## config.mk

```make
export PLATFORM = sky130hd
export DESIGN_NAME = firmware_image_section_parser_core
export DESIGN_NICKNAME = d
export VERILOG_FILES = /design/src/sv/fisp_pkg.sv /design/src/sv/fisp_in_stage.sv /design/src/sv/fisp_parse.sv /design/src/sv/fisp_out_stage.sv /design/src/sv/firmware_image_section_parser_core.sv
export SDC_FILE = /design/constraint.sdc
export NUM_CORES = 1
export LEC_CHECK = 0
export ABC_CLOCK_PERIOD_IN_PS = 8800
export BUFFER_PORTS_ARGS = -buffer_cell sky130_fd_sc_hd__buf_2
export CAP_MARGIN = 20
export CORE_MARGIN = 2
export CORE_UTILIZATION = 55
export DETAILED_ROUTE_END_ITERATION = 8
export HOLD_SLACK_MARGIN = 0.12
export PLACE_DENSITY_LB_ADDON = 0.25
export SLEW_MARGIN = 20
export SYNTH_ARGS = -nofsm -noshare
export SYNTH_HDL_FRONTEND = slang
export SYNTH_SLANG_ARGS = --single-unit
```

## constraint.sdc

```tcl
create_clock -name clk -period 8.8 [get_ports clk]
set_input_delay 1.32 -clock clk [delete_from_list [all_inputs] [get_ports clk]]
set_output_delay 1.32 -clock clk [all_outputs]
set_load 0.01 [all_outputs]
```

## src/sv/fisp_pkg.sv

```systemverilog
// ----------------------------------------------------------------------------
// fisp_pkg
// Types and constants shared by the boot image section parser modules.
// ----------------------------------------------------------------------------
package fisp_pkg;

  localparam int unsigned WORD_W   = 32;
  localparam int unsigned COUNT_W  = 30;
  localparam int unsigned KIND_W   = 3;
  localparam int unsigned CFG_IDX_W = 2;

  localparam logic [WORD_W-1:0] WORD_BYTES = 32'd4;

  // Record kinds
  localparam logic [KIND_W-1:0] KIND_SECTION = 3'd0;
  localparam logic [KIND_W-1:0] KIND_WRITE   = 3'd1;
  localparam logic [KIND_W-1:0] KIND_ENTRY   = 3'd2;
  localparam logic [KIND_W-1:0] KIND_DONE    = 3'd3;
  localparam logic [KIND_W-1:0] KIND_ERROR   = 3'd4;

  // Error codes
  localparam logic [WORD_W-1:0] ERR_SIGNATURE = 32'd0;
  localparam logic [WORD_W-1:0] ERR_SIZES     = 32'd1;
  localparam logic [WORD_W-1:0] ERR_CHECKSUM  = 32'd2;

  // Configuration register indexes
  localparam logic [CFG_IDX_W-1:0] REG_IMAGE_WORDS = 2'd0;
  localparam logic [CFG_IDX_W-1:0] REG_SIG_LOW     = 2'd1;
  localparam logic [CFG_IDX_W-1:0] REG_SIG_HIGH    = 2'd2;

  localparam logic [7:0] SIG_LOW_RESET  = 8'd67;
  localparam logic [7:0] SIG_HIGH_RESET = 8'd89;

  typedef enum logic [6:0] {
    PH_IDLE  = 7'b0000001,
    PH_LEN   = 7'b0000010,
    PH_ADDR  = 7'b0000100,
    PH_DATA  = 7'b0001000,
    PH_ENTRY = 7'b0010000,
    PH_CSUM  = 7'b0100000,
    PH_HALT  = 7'b1000000
  } phase_t;

  typedef struct packed {
    logic [COUNT_W-1:0] image_words;
    logic [7:0]         sig_low;
    logic [7:0]         sig_high;
  } cfg_t;

  typedef struct packed {
    logic [WORD_W-1:0] image_word;
    logic              first_word;
  } item_t;

  typedef struct packed {
    logic [KIND_W-1:0] record_kind;
    logic [WORD_W-1:0] target_address;
    logic [WORD_W-1:0] record_value;
  } rec_t;

  function automatic logic [COUNT_W-1:0] dec_sat(input logic [COUNT_W-1:0] x);
    dec_sat = (x != '0) ? x - 1'b1 : '0;
  endfunction

endpackage

```

## src/sv/fisp_in_stage.sv

```systemverilog
// ----------------------------------------------------------------------------
// fisp_in_stage
// Input register: captures one image word and holds it until the parser
// consumes it.
// ----------------------------------------------------------------------------
module fisp_in_stage
  import fisp_pkg::*;
(
  input  logic  clk,
  input  logic  rst_n,
  input  logic  in_valid,
  output logic  in_stall,
  input  item_t in_item,
  input  logic  fire,
  output logic  s1_valid,
  output item_t s1_item
);

  logic  valid_r;
  item_t item_r;

  // Stall only while a held word cannot move on this cycle.
  assign in_stall = valid_r && !fire;
  assign s1_valid = valid_r;
  assign s1_item  = item_r;

  always_ff @(posedge clk) begin
    if (!rst_n) begin
      valid_r <= 1'b0;
    end else if (!in_stall) begin
      valid_r <= in_valid;
    end
  end

  always_ff @(posedge clk) begin
    if (!in_stall && in_valid) begin
      item_r <= in_item;
    end
  end

endmodule

```

## src/sv/fisp_parse.sv

```systemverilog
// ----------------------------------------------------------------------------
// fisp_parse
// Parse state and per-word decode: phase, checksum, counters and write
// address, plus the record each word produces.
// ----------------------------------------------------------------------------
module fisp_parse
  import fisp_pkg::*;
(
  input  logic  clk,
  input  logic  rst_n,
  input  cfg_t  cfg,
  input  logic  s1_valid,
  input  item_t s1_item,
  input  logic  slot_free,
  output logic  fire,
  output logic  emit,
  output rec_t  rec
);

  phase_t              phase_r, phase_nxt;
  logic [WORD_W-1:0]   sum_r, sum_nxt;
  logic [COUNT_W-1:0]  iwl_r, iwl_nxt;
  logic [COUNT_W-1:0]  swl_r, swl_nxt;
  logic [WORD_W-1:0]   waddr_r, waddr_nxt;

  logic [WORD_W-1:0]   w;
  logic [COUNT_W-1:0]  iwl_dec;
  logic [COUNT_W-1:0]  swl_dec;
  logic                sig_ok;
  logic                too_short;

  assign w         = s1_item.image_word;
  assign iwl_dec   = dec_sat(iwl_r);
  assign swl_dec   = swl_r - 1'b1;
  assign sig_ok    = (w[7:0] == cfg.sig_low) && (w[15:8] == cfg.sig_high);
  assign too_short = {1'b0, iwl_dec} < ({1'b0, swl_r} + (COUNT_W+1)'(2));

  // A word that makes no record never waits on the output register.
  assign fire = s1_valid && (slot_free || !emit);

  always_comb begin
    phase_nxt = phase_r;
    sum_nxt   = sum_r;
    iwl_nxt   = iwl_r;
    swl_nxt   = swl_r;
    waddr_nxt = waddr_r;
    emit      = 1'b0;
    rec       = '{record_kind: KIND_ERROR, target_address: '0, record_value: '0};

    if (s1_item.first_word) begin
      sum_nxt   = '0;
      swl_nxt   = '0;
      waddr_nxt = '0;
      if (!sig_ok) begin
        iwl_nxt   = '0;
        phase_nxt = PH_HALT;
        emit      = 1'b1;
        rec.record_value = ERR_SIGNATURE;
      end else begin
        iwl_nxt   = dec_sat(cfg.image_words);
        phase_nxt = PH_LEN;
      end
    end else begin
      case (phase_r)
        PH_LEN: begin
          iwl_nxt   = iwl_dec;
          swl_nxt   = w[COUNT_W-1:0];
          phase_nxt = (w[COUNT_W-1:0] != '0) ? PH_ADDR : PH_ENTRY;
        end
        PH_ADDR: begin
          emit = 1'b1;
          if (too_short) begin
            iwl_nxt   = iwl_dec;
            phase_nxt = PH_HALT;
            rec.record_value = ERR_SIZES;
          end else begin
            iwl_nxt   = iwl_dec - swl_r;
            waddr_nxt = w;
            phase_nxt = PH_DATA;
            rec.record_kind    = KIND_SECTION;
            rec.target_address = w;
            rec.record_value   = {swl_r, 2'b00};
          end
        end
        PH_DATA: begin
          emit      = 1'b1;
          sum_nxt   = sum_r + w;
          waddr_nxt = waddr_r + WORD_BYTES;
          swl_nxt   = swl_dec;
          if (swl_dec == '0) begin
            phase_nxt = PH_LEN;
          end
          rec.record_kind    = KIND_WRITE;
          rec.target_address = waddr_r;
          rec.record_value   = w;
        end
        PH_ENTRY: begin
          emit      = 1'b1;
          iwl_nxt   = iwl_dec;
          phase_nxt = PH_CSUM;
          rec.record_kind    = KIND_ENTRY;
          rec.target_address = w;
        end
        PH_CSUM: begin
          emit      = 1'b1;
          iwl_nxt   = iwl_dec;
          phase_nxt = PH_HALT;
          if (w != sum_r) begin
            rec.record_value = ERR_CHECKSUM;
          end else begin
            rec.record_kind = KIND_DONE;
          end
        end
        default: begin
          // idle or halted: drop stray words
        end
      endcase
    end
  end

  always_ff @(posedge clk) begin
    if (!rst_n) begin
      phase_r <= PH_IDLE;
      sum_r   <= '0;
      iwl_r   <= '0;
      swl_r   <= '0;
      waddr_r <= '0;
    end else if (fire) begin
      phase_r <= phase_nxt;
      sum_r   <= sum_nxt;
      iwl_r   <= iwl_nxt;
      swl_r   <= swl_nxt;
      waddr_r <= waddr_nxt;
    end
  end

endmodule

```

## src/sv/fisp_out_stage.sv

```systemverilog
// ----------------------------------------------------------------------------
// fisp_out_stage
// Output register: holds one record until the downstream side takes it.
// ----------------------------------------------------------------------------
module fisp_out_stage
  import fisp_pkg::*;
(
  input  logic clk,
  input  logic rst_n,
  input  logic load,
  input  rec_t rec,
  input  logic out_stall,
  output logic slot_free,
  output logic out_valid,
  output rec_t out_rec
);

  logic valid_r;
  rec_t rec_r;

  assign slot_free = !valid_r || !out_stall;
  assign out_valid = valid_r;
  assign out_rec   = rec_r;

  always_ff @(posedge clk) begin
    if (!rst_n) begin
      valid_r <= 1'b0;
    end else if (slot_free) begin
      valid_r <= load;
    end
  end

  always_ff @(posedge clk) begin
    if (slot_free && load) begin
      rec_r <= rec;
    end
  end

endmodule

```

## src/sv/firmware_image_section_parser_core.sv

```systemverilog
// ----------------------------------------------------------------------------
// firmware_image_section_parser_core
// Boot image section parser: checks the signature word, walks the section
// headers, emits section and write records, checks the closing checksum.
//
//   port group  direction  contents
//   in_*        input      image_word (32), first_word (1); valid / stall
//   out_*       output     record_kind (3), target_address, record_value;
//                          valid / stall
//   cfg_*       input      write enable, 2-bit register index, 30-bit data
//
// One word per cycle sustained while the output does not stall. A word's
// record shows on out_valid after the input register, then the result
// register. The per-word decode (adds, compares, counter updates) sits
// between the two registers. Reset is synchronous on rst_n and clears the
// parse state and both valid flags. A stalled output holds its record; the
// input keeps flowing until the held word needs the output slot.
// ----------------------------------------------------------------------------
module firmware_image_section_parser_core
  import fisp_pkg::*;
(
  input  logic                 clk,
  input  logic                 rst_n,
  input  logic                 in_valid,
  output logic                 in_stall,
  input  logic [WORD_W-1:0]    in_image_word,
  input  logic                 in_first_word,
  output logic                 out_valid,
  input  logic                 out_stall,
  output logic [KIND_W-1:0]    out_record_kind,
  output logic [WORD_W-1:0]    out_target_address,
  output logic [WORD_W-1:0]    out_record_value,
  input  logic                 cfg_we,
  input  logic [CFG_IDX_W-1:0] cfg_index,
  input  logic [COUNT_W-1:0]   cfg_wdata
);

  cfg_t  cfg_r;
  item_t in_item;
  item_t s1_item;
  logic  s1_valid;
  logic  fire;
  logic  emit;
  logic  slot_free;
  rec_t  rec;
  rec_t  out_rec;

  always_ff @(posedge clk) begin
    if (!rst_n) begin
      cfg_r.image_words <= '0;
      cfg_r.sig_low     <= SIG_LOW_RESET;
      cfg_r.sig_high    <= SIG_HIGH_RESET;
    end else if (cfg_we) begin
      case (cfg_index)
        REG_IMAGE_WORDS: cfg_r.image_words <= cfg_wdata;
        REG_SIG_LOW:     cfg_r.sig_low     <= cfg_wdata[7:0];
        REG_SIG_HIGH:    cfg_r.sig_high    <= cfg_wdata[7:0];
        default: begin
          // unmapped index: drop the write
        end
      endcase
    end
  end

  assign in_item = '{image_word: in_image_word, first_word: in_first_word};

  fisp_in_stage u_in (
    .clk      (clk),
    .rst_n    (rst_n),
    .in_valid (in_valid),
    .in_stall (in_stall),
    .in_item  (in_item),
    .fire     (fire),
    .s1_valid (s1_valid),
    .s1_item  (s1_item)
  );

  fisp_parse u_parse (
    .clk       (clk),
    .rst_n     (rst_n),
    .cfg       (cfg_r),
    .s1_valid  (s1_valid),
    .s1_item   (s1_item),
    .slot_free (slot_free),
    .fire      (fire),
    .emit      (emit),
    .rec       (rec)
  );

  fisp_out_stage u_out (
    .clk       (clk),
    .rst_n     (rst_n),
    .load      (fire && emit),
    .rec       (rec),
    .out_stall (out_stall),
    .slot_free (slot_free),
    .out_valid (out_valid),
    .out_rec   (out_rec)
  );

  assign out_record_kind    = out_rec.record_kind;
  assign out_target_address = out_rec.target_address;
  assign out_record_value   = out_rec.record_value;

  // A held word that makes a record only advances into a free slot.
  a_fire_needs_slot: assert property (@(posedge clk) disable iff (!rst_n)
    (fire && emit) |-> slot_free)
    else $error("record loaded into an occupied output register");

  a_stall_has_word: assert property (@(posedge clk) disable iff (!rst_n)
    in_stall |-> (s1_valid && !slot_free && emit))
    else $error("input stalled without a blocked word");

  a_kind_range: assert property (@(posedge clk) disable iff (!rst_n)
    out_valid |-> (out_record_kind <= KIND_ERROR))
    else $error("record kind out of range");

  a_reset_empty: assert property (@(posedge clk)
    !rst_n |=> !out_valid)
    else $error("output valid right after reset");

endmodule

```

# --- Yosys cells after proc, flatten, opt, wreduce, memory -nomap -nowiden ---
# Cells that the tools add are included.
# Widths: inputs -> output; s select.
word_totals:
  rom_bits: 0
  ram_bits: 0
  mem_count: 0
  ff_bits: 279
  input_bits: 70
  latch_bits: 0
  output_inout_bits: 69
op_classes:
  addsub: 7
  bitwise: 0
  order_cmp: 1
  eq_ne: 12
  reduce_logical: 33
  mux: 29
  shift: 0
  n_div: 0
  mul: 0
ops:
  columns: ["op", "count"]
  rows:
  - ["$pmux 32 s3", 2]
  - ["$mux 30", 6]
  - ["$mux 32", 5]
  - ["$pmux 30 s2", 2]
  - ["$reduce_bool 30->1", 3]
  - ["$sub 30x1->30 const B", 3]
  - ["$pmux 32 s2", 1]
  - ["$mux 35", 1]
  - ["$pmux 7 s5", 1]
  - ["$add 32x3->32 const B", 1]
  - ["$add 32x32->32", 1]
  - ["$ne 32x32->1", 1]
  - ["$add 30x2->31 const B", 1]
  - ["$lt 30x31->1", 1]
  - ["$logic_not 30->1", 1]
  - ["$sub 30x30->30", 1]
  - ["$mux 7", 4]
  - ["$eq 8x8->1", 2]
  - ["$pmux 3 s4", 1]
  - ["$reduce_and 2->1", 6]
  - ["$reduce_bool 3->1", 3]
  - ["$eq 7x2->1 const B", 1]
  - ["$eq 7x3->1 const B", 1]
  - ["$eq 7x4->1 const B", 1]
  - ["19 further kinds", 32]

# --- Longest topological paths before layout ---
depth:
  depth_word: 11
  depth_mapped: 21

# --- Modules after synthesis ---
# From an unflattened synthesis, not the netlist that was laid out.
unflattened:
  cells_unflattened: 2252
  hier_area_um2: 18679.2
modules_own_cells:
  columns: ["module", "area_each_um2", "seq_area_each_um2", "cells_each", "instances"]
  rows:
  - ["fisp_parse", 13718.2, 2622.5, 1949, 1]
  - ["fisp_out_stage", 2053.2, 2031.9, 72, 1]
  - ["firmware_image_section_parser_core", 1869.3, 920.9, 194, 1]
  - ["fisp_in_stage", 1038.5, 1011.0, 37, 1]

# --- Worst setup path after synthesis ---
# Ideal clock, no wire load.
synth_path:
  path_kind: "register to register"
  start: "reg u_parse.iwl_r[20]"
  end: "reg u_parse.waddr_r[12]"
  period_less_slack_ns: 4.837
  slack_ns: 3.963
  stages_incl_launch_ff: 20
  arrival_time_ns: 4.718
  cell_sequence: "dfxtp_1 -> or4_1 -> nor4_1 -> nand2_1 -> nor3_1 -> clkbuf_1 -> clkbuf_1 -> nor2_1 -> ha_1 -> a21oi_1 -> o21ai_0 -> a221oi_1 -> a31oi_1 -> o21ai_1 -> nor2_1 -> o31ai_2 -> buf_2 -> clkbuf_1 -> nor2_1 -> o221a_2"
synth_via:
  elab_chain_len: 5
  word_cells_on_any_way: 6
synth_lines:
  columns: ["element", "line", "rtl"]
  rows:
  - ["from (decl)", "fisp_parse.sv:22", "logic [COUNT_W-1:0] iwl_r, iwl_nxt;"]
  - ["from (signal assigned)", "fisp_parse.sv:131", "iwl_r <= iwl_nxt;"]
  - ["$sub 30x1->30 / $reduce_bool 30->1 (equally long branches)", "fisp_pkg.sv:62", "dec_sat = (x != '0) ? x - 1'b1 : '0;"]
  - ["$mux 30 (*)", "fisp_pkg.sv:62", null]
  - ["$lt 30x31->1 (*)", "fisp_parse.sv:36", "assign too_short = {1'b0, iwl_dec} < ({1'b0, swl_r} + (COUNT_W+1)'(2));"]
  - ["$ne 3x3->1 (no source line) (*)", null, null]
  - ["$reduce_and 3->1 (no source line) (*)", null, null]
  - ["to (signal assigned)", "fisp_parse.sv:133", "waddr_r <= waddr_nxt;"]
  - ["to (decl)", "fisp_parse.sv:24", "logic [WORD_W-1:0] waddr_r, waddr_nxt;"]
# Every way passes the cells marked *; elsewhere a longest branch is shown, timed or not.
# A chain may end at the register's enable or synchronous reset.

# --- Final worst setup path ---
layout_path:
  start: "reg u_parse.iwl_r[20]"
  end: "reg u_parse.waddr_r[2]"
# The elaborated chain is that of the path after synthesis.

==> flow_summary_export.csv <==
group,metric,value,unit
outcome,status,"completed",
clock_tree,post_cts_resized,0,
finish,final_cells,2773,
route,drtAntennaViolNets,0,
critical_path,path_class,"register to register",
yosys,async_reset_ff_frac,0,
yosys,synth-seq-cells,279,
yosys,netlist_top_cells_area,"dfxtp_1, edfxtp_1, ha_1",
yosys,yosys.cell_types.count,86,
timing,fin_crit,6.16,ns
timing,worst_pin_slew,1.07,ns
critical_path,crit_arrival,6.71,ns
yosys,synth_ff_type,"dfxtp_1",
clock_tree,worstSkewPairLatency,0.61,ns
clock_tree,ctsHoldBuffers,0,
global_routing,grt_pass1_wl,89.0,mm
timing,slew_headroom,0.285,
floorplanning,ios,139,
critical_path,critPathSlowestCell,"nor2_1",
yosys,synth_cells,2247,
route,drt-total-wl,56.5,mm
power_and_ir_drop,p_per_area,206,nW/µm²
clock_tree,clk_pin_slew,0.07,ns
yosys,netlist_top_cells_count,"nand2_1, nor2_1, a21oi_1",
global_routing,grt_overflow,0,
route,firstDrtPassIters,9,
timing,hold_violations,0,
route,vias,17500,
critical_path,critPathMostFrequentCell,"buf_4",
global_routing,grt_pass1_vias,16400,
finish,syn2layout_area_growth,10.4,%
timing,tns,0,ns
finish,n_antenna_cell,0,
global_routing,grt_start_max_net_pins,99,
clock_tree,cts_buffers,31,
global_routing,grt_use_total,0.312,
route,wire_per_inst,20.4,µm
route,drt_iter0_drc,2061,
yosys,avgSynthCellArea,8.30,µm²
timing,finalWorstSetupSlack,2.64,ns
clock_tree,cts_max_level,1,
clock_tree,postCtsSetupRepairBufs,0,
floorplanning,num_rows,67,
yosys,synth_nets,2418,
timing,min_period_over_period,0.700,
timing,setup_viol,0,
clock_tree,clkSinkCount,279,
run,cap_violations,0,
clock_tree,cts_tree,"built",
critical_path,slowest_delay,0.72,ns
place,dp_cells,2716,
place,place_congestion,0.975,
place,dpl.hpwl,40.4,mm
clock_tree,cts-root-buf,"clkbuf_16",
critical_path,end_kind,"register",
route,viasPerCell,6.32,
finish,final_net_count,2472,
yosys,synth_top_area_frac,0.192,
yosys,ys_seq_area_frac,0.353,
critical_path,crit_path_cell_trace,"or4_1 > nor4_1 > nand2_1 > nor3_2 > buf_4 > or2_2 > inv_1 > ha_1 > or3b_2 > a21oi_1 > o211ai_1 > a31oi_1 > o21ai_1 > nor2_2 > buf_4 > o31ai_4 > nor2_1 > o21a_1 > o221a_2",
floorplanning,die-area,35400,µm²
timing,skew,0.0262,ns
floorplanning,start_util,0.558,
place,dp_slack,2.75,ns
worst_hold_path,hold_path.class,"register to register",
power_and_ir_drop,p_total,4.24,mW
finish,drive_gt1_frac,0.113,
power_and_ir_drop,vdd_ir_drop_max,0.164,mV
critical_path,path_max_fanout,32,
route,route.detailed.drc,0,
global_routing,antenna_found_initial,1,
timing,drv_slew,0,
finish,post-route-util,0.616,
critical_path,worstSetupStartpointType,"register",
floorplanning,core,33400,µm²
yosys,ys_warn_count,0,
timing,grt_setup_unrepaired,"no",
yosys,synth_top_area_cell,"dfxtp_1",
power_and_ir_drop,p_leak,8.08,nW
floorplanning,dieWidth,188,µm
timing,clock.fmax,162,MHz
yosys,yosysMostFrequentCell,"nand2_1",
floorplanning,die_y,188,µm
place,port-buffer-count,138,
clock_tree,cts_max_path_buffers,3,
yosys,syn_area,18700,µm²
critical_path,worstPathRequired,9.36,ns
yosys,synth_edf_count,100,
[report_power, final]
group	leakage (nW)	switching (mW)	total, mW	internal, mW
sequential	2.46	0.0710	1.45	1.38
combinational	5.08	0.854	1.39	0.533
clock	0.541	0.567	1.40	0.838
total	8.08	1.49	4.24	2.75
[area by class of cell]
type / instances / area [µm²]
clock buffers: 40 / 861
clock inverters: 17 / 230
fillers: 2909 / 12900
inverters: 51 / 191
multi-input cells: 1783 / 11300
flip-flops and latches: 279 / 6590
well taps: 448 / 561
repair buffers: 155 / 828
[worst max-delay path: cells and delay by family, from the launching register on]
| kind | cells | cell delay [ns] |
|---|---|---|
| DFF | 1 | 0.36 |
| and+or+nand+nor | 8 | 3.37 |
| adders and majority gates | 1 | 0.29 |
| AOI/OAI and AO/OA | 7 | 1.26 |
| buffers and inverters | 3 | 0.80 |
[cell usage in the layout, fill, tap and decap left out, types with 50 or more instances in the layout]
cell | netlist | final
nor2_1 | 233 | 231
nand3_1 | 50 | 50
a22oi_1 | 90 | 90
o21ai_0 | 136 | 135
nor3_1 | 70 | 68
xnor2_1 | 86 | 86
nand2_1 | 246 | 243
edfxtp_1 | 100 | 100
buf_2 | 7 | 137
dfxtp_1 | 179 | 179
xor2_1 | 72 | 72
inv_1 | 50 | 50
a21oi_1 | 181 | 181
ha_1 | 99 | 99
nor2b_1 | 67 | 66
[flip-flops by register name (all words and copies together) (netlist names)]
register and flops:
u_in.s1_item 33, u_out.out_rec 67, u_parse.iwl_r 30, u_parse.sum_r 32
u_in.s1_valid 1, cfg_r 46, u_parse.swl_r 30, u_out.out_valid 1
u_parse.waddr_r 32, u_parse.phase_r 7
[stage by stage]
step / hold slack, ns / cell area (µm²)
2_1_floorplan: 0.429 / 18700
3_3_place_gp: 0.441 / 19500
3_5_place_dp: 0.452 / 19500
4_1_cts: 0.463 / 20600
5_1_grt: 0.489 / 20600
6_report: 0.458 / 20600
[cell families after synthesis]
| logic type | synth area share |
|---|---|
| simple gates | 0.221 |
| compound gates | 0.226 |
| flops | 0.353 |
| buf+inv | 0.0423 |
| xor+xnor | 0.0742 |
| fa+ha+maj | 0.0686 |
| mux | 0.0146 |
[path summary, 6_finish.rpt]
check / startpoint / endpoint / slack, ns / depth (start not counted)
max: u_parse.iwl_r[20]$_SDFFE_PN0P_ / u_parse.waddr_r[2]$_SDFFE_PN0P_ / 2.64 / 19
min reg2reg: u_parse.phase_r[0]$_SDFFE_PN1P_ / u_parse.phase_r[0]$_SDFFE_PN1P_ / 0.46 / 2
max reg2reg: u_parse.iwl_r[20]$_SDFFE_PN0P_ / u_parse.waddr_r[2]$_SDFFE_PN0P_ / 2.64 / 19
min: u_parse.phase_r[0]$_SDFFE_PN1P_ / u_parse.phase_r[0]$_SDFFE_PN1P_ / 0.46 / 2
[layer usage]
metal / wire length, µm / vias up / part of all wire / global-route usage
met2: 25600 / 773 / 0.45 / 0.502
met1: 24200 / 8294 / 0.43 / 0.421
met3: 4500 / 147 / 0.080 / 0.0556
li1: - / 8310 / - / -
met5: 0 / - / 0 / 0
met4: 2080 / 0 / 0.037 / 0.111
No activity file was read; power rests on OpenSTA's default activity.
